==> src/hw/rtl/rbc_pkg.sv <==
`default_nettype none

package rbc_pkg;

    // Width of the two recurrence terms and of the checksum.
    localparam int unsigned CK_TERM_W = 16;

    // Width of the byte position counter (wraps mod 256).
    localparam int unsigned CK_POS_W = 8;

    // Offset added to the first byte of a message.
    localparam logic [CK_TERM_W-1:0] CK_FIRST_OFFSET = 16'd7;

    // Prior term at the start of a message.
    localparam logic [CK_TERM_W-1:0] CK_PRIOR_INIT = 16'd1;

    // Position multipliers; the products are kept mod 256 by truncation.
    localparam logic [CK_POS_W-1:0] CK_ALPHA_MUL = 8'd17;
    localparam logic [CK_POS_W-1:0] CK_BETA_MUL  = 8'd31;

    // Reduction modulus.
    localparam logic [16:0] CK_MODULUS = 17'd65535;

    // A negative difference wraps at 2^64, and 2^64 is 1 mod 65535. Adding
    // 257 * 65535 + 1 makes the difference positive with the same residue.
    localparam logic [25:0] CK_NEG_BIAS = 26'd16842496;

endpackage : rbc_pkg

`default_nettype wire

==> src/hw/rtl/rbc_term_update.sv <==
`default_nettype none

module rbc_term_update
(
    input  wire logic [7:0]                    data_byte,
    input  wire logic [rbc_pkg::CK_POS_W-1:0]  position,
    input  wire logic [rbc_pkg::CK_TERM_W-1:0] current_term,
    input  wire logic [rbc_pkg::CK_TERM_W-1:0] prior_term,
    output logic      [rbc_pkg::CK_TERM_W-1:0] next_term
);
    import rbc_pkg::*;

    logic [CK_POS_W-1:0] alpha;
    logic [CK_POS_W-1:0] beta;
    logic [8:0]          coef_a;
    logic [24:0]         prod_a;
    logic [23:0]         prod_b;
    logic                is_neg;
    logic [25:0]         diff;
    logic [16:0]         fold;

    // Position coefficients, taken mod 256 by the 8-bit product.
    always_comb
    begin
        alpha  = position * CK_ALPHA_MUL;
        beta   = position * CK_BETA_MUL;
        coef_a = 9'(data_byte) + 9'(alpha);
    end

    // The two products of the recurrence.
    always_comb
    begin
        prod_a = 25'(coef_a) * 25'(current_term);
        prod_b = 24'(beta) * 24'(prior_term);
    end

    // Difference, biased upwards when it would go negative so that the
    // residue matches the 64-bit unsigned wrap.
    always_comb
    begin
        is_neg = prod_a < 25'(prod_b);
        if (is_neg)
        begin
            diff = 26'(prod_a) + CK_NEG_BIAS - 26'(prod_b);
        end
        else
        begin
            diff = 26'(prod_a) - 26'(prod_b);
        end
    end

    // Reduction mod 65535: fold the upper bits onto the lower half, then
    // one compare and subtract.
    always_comb
    begin
        fold = 17'(diff[25:16]) + 17'(diff[15:0]);
        if (fold >= CK_MODULUS)
        begin
            next_term = CK_TERM_W'(fold - CK_MODULUS);
        end
        else
        begin
            next_term = fold[CK_TERM_W-1:0];
        end
    end

endmodule : rbc_term_update

`default_nettype wire

==> src/hw/rtl/rbc_out_reg.sv <==
`default_nettype none

module rbc_out_reg
(
    input  wire logic                          clk,
    input  wire logic                          rst_n,
    input  wire logic                          load,
    input  wire logic [rbc_pkg::CK_TERM_W-1:0] load_data,
    output logic                               free,
    output logic                               sum_valid,
    input  wire logic                          sum_stall,
    output logic      [rbc_pkg::CK_TERM_W-1:0] checksum
);
    import rbc_pkg::*;

    logic                 valid_reg;
    logic                 valid_next;
    logic [CK_TERM_W-1:0] data_reg;

    // The register can take a new result when empty or being emptied.
    always_comb
    begin
        free = !valid_reg || !sum_stall;
    end

    always_comb
    begin
        if (load)
        begin
            valid_next = 1'b1;
        end
        else
        begin
            valid_next = valid_reg && sum_stall;
        end
    end

    always_ff @(posedge clk or negedge rst_n)
    begin
        if (!rst_n)
        begin
            valid_reg <= 1'b0;
        end
        else
        begin
            valid_reg <= valid_next;
        end
    end

    // Result payload, loaded only when a request completes.
    always_ff @(posedge clk)
    begin
        if (load)
        begin
            data_reg <= load_data;
        end
    end

    assign sum_valid = valid_reg;
    assign checksum  = data_reg;

endmodule : rbc_out_reg

`default_nettype wire

==> src/hw/rtl/recurrence_byte_checksum.sv <==
// A byte is held in the input register until processed; a last byte then
// loads its checksum into the result register. Throughput: one byte per
// cycle unless a last byte waits for the result register; it is set by the
// term update loop (two multipliers, mod 65535 fold) that feeds the next byte.
// Reset: asynchronous and active low; it empties both registers and leaves the
// block waiting for the first byte of a message.
`default_nettype none

module recurrence_byte_checksum
(
    input  wire logic                          clk,
    input  wire logic                          rst_n,
    input  wire logic                          byte_valid,
    output logic                               byte_stall,
    input  wire logic [7:0]                    data_byte,
    input  wire logic                          last,
    output logic                               sum_valid,
    input  wire logic                          sum_stall,
    output logic      [rbc_pkg::CK_TERM_W-1:0] checksum
);
    import rbc_pkg::*;

    // Input register.
    logic                 in_valid_reg;
    logic                 in_valid_next;
    logic [7:0]           in_byte_reg;
    logic                 in_last_reg;

    // Recurrence state.
    logic [CK_TERM_W-1:0] prior_reg;
    logic [CK_TERM_W-1:0] prior_next;
    logic [CK_TERM_W-1:0] current_reg;
    logic [CK_TERM_W-1:0] current_next;
    logic [CK_POS_W-1:0]  position_reg;
    logic [CK_POS_W-1:0]  position_next;
    logic                 started_reg;
    logic                 started_next;

    logic                 out_free;
    logic                 process;
    logic                 take;
    logic [CK_TERM_W-1:0] update_term;
    logic [CK_TERM_W-1:0] result_term;

    // Zero extension of a byte to the term width.
    function automatic logic [CK_TERM_W-1:0] data_byte_ext(input logic [7:0] b);
        data_byte_ext = {{(CK_TERM_W-8){1'b0}}, b};
    endfunction

    // The held byte is processed unless it ends a message and the result
    // register cannot take the checksum.
    always_comb
    begin
        process    = in_valid_reg && (!in_last_reg || out_free);
        byte_stall = in_valid_reg && !process;
        take       = byte_valid && !byte_stall;
    end

    always_comb
    begin
        if (take)
        begin
            in_valid_next = 1'b1;
        end
        else
        begin
            in_valid_next = in_valid_reg && !process;
        end
    end

    always_ff @(posedge clk or negedge rst_n)
    begin
        if (!rst_n)
        begin
            in_valid_reg <= 1'b0;
        end
        else
        begin
            in_valid_reg <= in_valid_next;
        end
    end

    always_ff @(posedge clk)
    begin
        if (take)
        begin
            in_byte_reg <= data_byte;
            in_last_reg <= last;
        end
    end

    rbc_term_update u_term_update
    (
        .data_byte    (in_byte_reg),
        .position     (position_reg),
        .current_term (current_reg),
        .prior_term   (prior_reg),
        .next_term    (update_term)
    );

    // New current term: the first byte of a message seeds it directly.
    always_comb
    begin
        if (started_reg)
        begin
            result_term = update_term;
        end
        else
        begin
            result_term = CK_TERM_W'(data_byte_ext(in_byte_reg)) + CK_FIRST_OFFSET;
        end
    end

    // State update; a last byte returns the state to the start of a message.
    always_comb
    begin
        prior_next    = prior_reg;
        current_next  = current_reg;
        position_next = position_reg;
        started_next  = started_reg;
        if (process)
        begin
            if (in_last_reg)
            begin
                prior_next    = CK_PRIOR_INIT;
                current_next  = '0;
                position_next = '0;
                started_next  = 1'b0;
            end
            else
            begin
                prior_next    = started_reg ? current_reg : CK_PRIOR_INIT;
                current_next  = result_term;
                position_next = position_reg + CK_POS_W'(1);
                started_next  = 1'b1;
            end
        end
    end

    always_ff @(posedge clk or negedge rst_n)
    begin
        if (!rst_n)
        begin
            prior_reg    <= CK_PRIOR_INIT;
            current_reg  <= '0;
            position_reg <= '0;
            started_reg  <= 1'b0;
        end
        else
        begin
            prior_reg    <= prior_next;
            current_reg  <= current_next;
            position_reg <= position_next;
            started_reg  <= started_next;
        end
    end

    rbc_out_reg u_out_reg
    (
        .clk       (clk),
        .rst_n     (rst_n),
        .load      (process && in_last_reg),
        .load_data (result_term),
        .free      (out_free),
        .sum_valid (sum_valid),
        .sum_stall (sum_stall),
        .checksum  (checksum)
    );

`ifndef SYNTH
    // Between messages the state sits at its start values.
    assert property (@(posedge clk) disable iff (!rst_n)
        !started_reg |-> (position_reg == '0) && (prior_reg == CK_PRIOR_INIT))
        else $error("idle recurrence state not at start values");

    // The current term is always a residue mod 65535.
    assert property (@(posedge clk) disable iff (!rst_n)
        current_reg != {CK_TERM_W{1'b1}})
        else $error("current term out of residue range");

    // A last byte is never processed while a stalled result still waits.
    assert property (@(posedge clk) disable iff (!rst_n)
        (process && in_last_reg) |-> !(sum_valid && sum_stall))
        else $error("checksum would overwrite a stalled result");

    // Processing a last byte presents a result and restarts the message.
    assert property (@(posedge clk) disable iff (!rst_n)
        (process && in_last_reg) |=> (sum_valid && !started_reg))
        else $error("last byte did not produce a result and restart");
`endif

endmodule : recurrence_byte_checksum

`default_nettype wire

==> config.mk <==
export PLATFORM = sky130hd
export DESIGN_NAME = recurrence_byte_checksum
export DESIGN_NICKNAME = d
export VERILOG_FILES = /design/src/hw/rtl/rbc_pkg.sv /design/src/hw/rtl/rbc_term_update.sv /design/src/hw/rtl/rbc_out_reg.sv /design/src/hw/rtl/recurrence_byte_checksum.sv
export SDC_FILE = /design/constraint.sdc
export NUM_CORES = 1
export LEC_CHECK = 0
export BUFFER_PORTS_ARGS = -buffer_cell sky130_fd_sc_hd__buf_2
export CORE_ASPECT_RATIO = 1.1
export CORE_MARGIN = 2
export CORE_UTILIZATION = 40
export CTS_BUF_LIST = sky130_fd_sc_hd__clkbuf_2
export DETAILED_ROUTE_END_ITERATION = 7
export GPL_ROUTABILITY_DRIVEN = 0
export SYNTH_ARGS = -nofsm -noshare
export SYNTH_HDL_FRONTEND = slang
export SYNTH_SLANG_ARGS = --single-unit
==> constraint.sdc <==
create_clock -name clk -period 26.3 [get_ports clk]
set_input_delay 3.945 -clock clk [delete_from_list [all_inputs] [get_ports clk]]
set_output_delay 3.945 -clock clk [all_outputs]
set_load 0.02 [all_outputs]
**Word-level counts from Yosys, hierarchy flattened**

Cells that the tools add are included.

- Add/subtract/negate cells: 8
- $mul: 4
- $lt $le $gt $ge: 2
- Reduce and logical (&&, ||, !) cells: 12
- Mux-type cells: 10

Operators by type and width:

| operator | number |
|---|---|
| 16-bit two-way mux | 5 |
| 25-bit by 25-bit adder with 26-bit output (second input constant) | 1 |
| 26-bit two-way mux | 1 |
| 25-bit by 24-bit subtractor with 26-bit output | 1 |
| 26-bit by 24-bit subtractor with 26-bit output | 1 |
| 25-bit by 24-bit less-than comparator with 1-bit output | 1 |
| 9-bit by 16-bit multiplier with 25-bit output | 1 |
| 8-bit by 16-bit multiplier with 24-bit output | 1 |
| 10-bit by 16-bit adder with 17-bit output | 1 |
| 17-bit by 16-bit greater-or-equal comparator with 1-bit output (second input constant) | 1 |
| 8-bit by 5-bit multiplier with 8-bit output (second input constant) | 2 |
| 16-bit subtractor (second input constant) | 1 |
| 8-bit by 3-bit adder with 9-bit output (second input constant) | 1 |
| 8-bit by 8-bit adder with 9-bit output | 1 |
| 8-bit by 1-bit adder with 8-bit output (second input constant) | 1 |
| 8-bit two-way mux | 1 |
| 1-bit logical AND | 5 |
| 1-bit zero test | 5 |
| 1-bit two-way mux | 3 |
| 1-bit logical OR | 2 |

- Logic and storage cells: 45
- Output and inout bits: 18
- Bits in registers: 68

**Logic depth before layout (Yosys ltp)**

- Depth after elaboration: 11
- Depth in mapped cells: 59
- Depth with buffers taken out: 55

**By module**

Synthesis repeated with hierarchy kept, for this count alone.

- Cells, all modules: 1900
- Area, all modules: 16280.6 um^2

Modules (own cells, without submodules):

| module | instances | cells each | area an instance (um^2) |
|---|---|---|---|
| rbc_term_update | 1 | 1678 | 13491.7 |
| recurrence_byte_checksum | 1 | 203 | 2272.2 |
| rbc_out_reg | 1 | 19 | 516.7 |

**Worst setup path before layout**

No wires, ideal clock.

- Kind: reg2reg
- Start: reg position_reg[1]
- End: reg u_out_reg.data_reg[6] (netlist: u_out_reg.checksum[6]), data pin
- Arrival time: 13112 ps
- Buffers on the path: 5
- Cell stages (with the launch flop): 57
- Clock period less this slack: 13376 ps
- Path slack: 12924 ps
- Cells stage by stage: dfrtp_1 > fa_1 > inv_1 > fa_1 > fa_1 > inv_1 > ha_1 > a21oi_1 > o21bai_1 > a21oi_1 > xnor2_1 > clkbuf_1 > and2_1 > fa_1 > inv_1 > fa_1 > fa_1 > fa_1 > (+21 left out) > clkbuf_1 > a21oi_1 > ha_1 > a21o_1 > a41oi_1 > and3_1 > nor3_1 > or3_1 > clkbuf_1 > nand4_1 > o22a_2 > a211o_1 > o2111a_1 > o21ai_1 > buf_4 > nand4_1 > xnor2_1 > mux2i_1

- Word-level cells in the longest chain between the ends: 10
- Elaborated cells on any way between the ends: 15

RTL lines:

| item | RTL line | RTL |
|---|---|---|
| from (decl) | recurrence_byte_checksum.sv:34 | `logic [CK_POS_W-1:0] position_reg;` |
| from (signal assigned) | recurrence_byte_checksum.sv:153 | `position_reg <= position_next;` |
| 8-bit by 5-bit multiplier with 8-bit output | rbc_term_update.sv:25 | `alpha = position * CK_ALPHA_MUL;` |
| 8-bit by 8-bit adder with 9-bit output | rbc_term_update.sv:27 | `coef_a = 9'(data_byte) + 9'(alpha);` |
| 9-bit by 16-bit multiplier with 25-bit output | rbc_term_update.sv:33 | `prod_a = 25'(coef_a) * 25'(current_term);` |
| 25-bit by 25-bit adder with 26-bit output | rbc_term_update.sv:44 | `diff = 26'(prod_a) + CK_NEG_BIAS - 26'(prod_b);` |
| 26-bit by 24-bit subtractor with 26-bit output | rbc_term_update.sv:44 |  |
| 26-bit two-way mux * | rbc_term_update.sv:42 | `if (is_neg)` |
| 10-bit by 16-bit adder with 17-bit output * | rbc_term_update.sv:56 | `fold = 17'(diff[25:16]) + 17'(diff[15:0]);` |
| 16-bit subtractor / 17-bit by 16-bit greater-or-equal comparator with 1-bit output (equally long branches) | rbc_term_update.sv:59, rbc_term_update.sv:57 |  |
| 16-bit two-way mux * | rbc_term_update.sv:57 | `if (fold >= CK_MODULUS)` |
| 16-bit two-way mux * | recurrence_byte_checksum.sv:104 | `if (started_reg)` |
| net result_term[6] | recurrence_byte_checksum.sv:43 | `logic [CK_TERM_W-1:0] result_term;` |
| to (signal assigned) | rbc_out_reg.sv:55 | `data_reg <= load_data;` |
| to (decl) | rbc_out_reg.sv:18 | `logic [CK_TERM_W-1:0] data_reg;` |

The timed path passes the listed nets; every way through them passes the cells marked *.
A chain may end at the register's enable or synchronous reset.

**Final worst setup path**

- Start: reg position_reg[0]
- End: reg u_out_reg.data_reg[6] (netlist: u_out_reg.checksum[6]), data pin

The elaborated chain is that of the path after synthesis.

==> out/results.tsv <==
metric	value	unit
run_status	completed	
timing.reg2reg.setup_slack	10.15	ns
nets	2304	
antenna_found_initial	1	
number_of_setup_violations_in_the_final_report	0	
worst_ep_required_time	26.57	ns
finalWirelength	44.0	mm
area_growth_syn_to_layout	4.34	%
cp-end-kind	flop	
finalMaxSlewViolations	0	
drive_gt1_share	5.40	%
buffer_ports.inserted	30	
synth_compound_gate_area_share	15.6	%
insertion_delay_to_the_later_sink_of_the_worst_skew_pair	0.52	ns
most_common_library_cells_after_synthesis	sky130_fd_sc_hd__inv_1 (316), sky130_fd_sc_hd__fa_1 (209), sky130_fd_sc_hd__nand2_1 (198)	
cp.buffers_inverters	5	
syn-cell-area	0.0164	mm2
globalRoute.totalOverflow	0	
syn_area_per_cell	8.55	um2
cts-htree-levels	3	
critical-path-slowest-cell	sky130_fd_sc_hd__dfrtp_1	
num_vias	13400	
die_x	197	um
cp_max_fo	32	
timing.critical_path.from_type	flop	
numCtsBuffers	9	
syn-instance-count	1918	
cts_hold_repair.buffers	0	
slew_headroom	17.0	%
synth_top_cells_by_area	sky130_fd_sc_hd__fa_1 (26%), sky130_fd_sc_hd__ha_1 (14%), sky130_fd_sc_hd__inv_1 (7.2%)	
die_area	0.0426	mm2
cts_buffer_depth	2	
share_of_synthesized_cell_area_in_and_or_nand_and_nor_gates	18.0	%
groute.usage.overall	21.2	%
synthesis.nets	2318	
half_perimeter_wire_length_after_detailed_placement	36.6	mm
synth_top_area_share	25.5	%
post_cts.repair.setup_buffers	0	
synth.mux.area_fraction	0.580	%
cell_mode_on_critical_path	sky130_fd_sc_hd__fa_1	
fmax	61.9	MHz
clockRootBuffer	sky130_fd_sc_hd__clkbuf_2	
grt_pass1_wl	72.2	mm
number_of_placement_rows	77	
yosys_warns	0	
criticalPathCategory	flop to flop	
post_synth_fa_ha_maj_area_fraction	39.2	%
hold_path_depth	1	
ys.flop_type	sky130_fd_sc_hd__dfrtp_1	
tritoncts	built	
xor_xnor_share_of_the_synthesized_area	6.39	%
final-hold-violation-count	0	
fin_worst_skew	0.0229	ns
cp_num_cells	51	
maxCapViolCount	0	
synth_seq_area_share	11.1	%
rsz0062_at_grt	false	
synth_top_family_by_area	adder cells	
clkTransAtPathRegs	0.21	ns
hold_class	flop to flop	
post_drt_via_cell_ratio	5.52	
start_util	40.6	%
critPathTopFamily	adder cells	
timing.critical_path.slowest_cell_delay	1.00	ns
pin_count_of_the_biggest_net_entering_global_routing	47	
post-synth-top-count-cell	sky130_fd_sc_hd__inv_1	
worst_ep_arrival_time	16.42	ns
coreArea	0.0404	mm2
cts.sink_count	68	
number_of_global_route_vias_before_repair	13500	
fp.dieH	216	um
fin_crit	16.15	ns
drt_pre_antenna_iters	5	
synth-async-reset-ratio	63.2	%
synth_top_area_cell	sky130_fd_sc_hd__fa_1	
io_pins	31	
timing_worst_slew_pin_value	1.24	ns
r2r_cells	51	
detail-route-antenna-nets	0	
dr.first_iter.drc_count	955	
synth-seq-cells	68	
final_routed_drc_violation_total	0	
synth_edf_count	25	
synth.lib_cells_used.distinct	96	
min_period_over_period	61.4	%
layout.filler_cells	4062	
setup_total_negative_slack	0	ns
cts_resized	0	
wire_per_inst	18.2	um
final cells by class:
cell class / instances / area, um2 / share of cell area, %
tap: 513 / 642 / 3.75
inverter: 317 / 1190 / 6.95
clock inverter: 7 / 73.8 / 0.431
timing repair buffer: 39 / 218 / 1.27
antenna: 1 / 2.50 / 0.0146
sequential: 68 / 1830 / 10.7
multi-input combinational: 1469 / 13100 / 76.6
clock buffer: 9 / 45.0 / 0.263
final timing paths:
check,end,from
min,u_out_reg.sum_valid$_DFF_PN0_,u_out_reg.sum_valid$_DFF_PN0_
min reg2reg,u_out_reg.sum_valid$_DFF_PN0_,u_out_reg.sum_valid$_DFF_PN0_
max,u_out_reg.checksum[6]$_DFFE_PP_,position_reg[0]$_DFFE_PN0P_
max in group asynchronous,current_reg[0]$_DFFE_PN0P_,rst_n
max reg2reg,u_out_reg.checksum[6]$_DFFE_PP_,position_reg[0]$_DFFE_PN0P_
min in group asynchronous,u_out_reg.sum_valid$_DFF_PN0_,rst_n
layer usage:
layer / GRT usage [%] / share of wire, % / vias to the layer above
li1: - / - / 6275
met1: 28.6 / 44 / 6701
met2: 36.5 / 49 / 325
met3: 1.57 / 4.2 / 62
met4: 6.19 / 2.6 / 0
met5: 0 / 0 / -
worst reg2reg max path, delay by kind of cell, from the launching register on:
kind | cells | cell delay (ns)
adders and majority gates | 13 | 5.52
DFF | 1 | 1.00
AOI/OAI and AO/OA | 21 | 5.12
xor gates and xnor gates | 3 | 1.38
and+or+nand+nor | 8 | 2.11
buffers and inverters | 5 | 0.68
muxes | 1 | 0.11
per-stage QoR:
step                util, %  cells  hold WS (ns)  instance area [um2]  setup WS [ns]
floorplan                 -   1918         0.464                16400          12.92
global placement       42.1   2406         0.519                17000          10.66
detailed placement     42.1   2406         0.528                17000          10.30
CTS                    42.4   2422         0.577                17100          10.28
global route           42.4   2423         0.616                17100           8.90
finish                 42.4   2423         0.571                17100          10.15
cell families (layout without fill, tap and decap cells):
kind of cell	count (synthesis)	in the layout
and+or+nand+nor	587	587
buffers and inverters	381	372
other	0	1
xor gates and xnor gates	118	118
DFF	68	68
muxes	9	9
AOI/OAI and AO/OA	367	367
adders and majority gates	388	388
layout by cell type, fill, tap and decap left out, types with 11 or more instances in the layout:
| cell | count |
|---|---|
| sky130_fd_sc_hd__nand3_1 | 29 |
| sky130_fd_sc_hd__xor2_1 | 38 |
| sky130_fd_sc_hd__nand2b_1 | 22 |
| sky130_fd_sc_hd__nor2_1 | 74 |
| sky130_fd_sc_hd__a31oi_1 | 17 |
| sky130_fd_sc_hd__or3_1 | 15 |
| sky130_fd_sc_hd__o21ai_0 | 58 |
| sky130_fd_sc_hd__fa_1 | 209 |
| sky130_fd_sc_hd__and2_1 | 138 |
| sky130_fd_sc_hd__and3_1 | 14 |
| sky130_fd_sc_hd__nand2_1 | 198 |
| sky130_fd_sc_hd__o211ai_1 | 11 |
| sky130_fd_sc_hd__o21bai_1 | 11 |
| sky130_fd_sc_hd__edfxtp_1 | 25 |
| sky130_fd_sc_hd__inv_1 | 316 |
| sky130_fd_sc_hd__o31ai_1 | 11 |
| sky130_fd_sc_hd__a21o_1 | 33 |
| sky130_fd_sc_hd__a21oi_1 | 87 |
| sky130_fd_sc_hd__ha_1 | 178 |
| sky130_fd_sc_hd__nor3_1 | 29 |
| sky130_fd_sc_hd__buf_2 | 30 |
| sky130_fd_sc_hd__xnor2_1 | 75 |
| sky130_fd_sc_hd__a22o_1 | 24 |
| sky130_fd_sc_hd__nor2b_1 | 21 |
| sky130_fd_sc_hd__o21ai_1 | 14 |
| sky130_fd_sc_hd__dfrtp_1 | 42 |
| sky130_fd_sc_hd__nand4_1 | 15 |
Power is not shown: default switching activity piles up to over one toggle a cycle in this logic, so the estimate is an artifact.
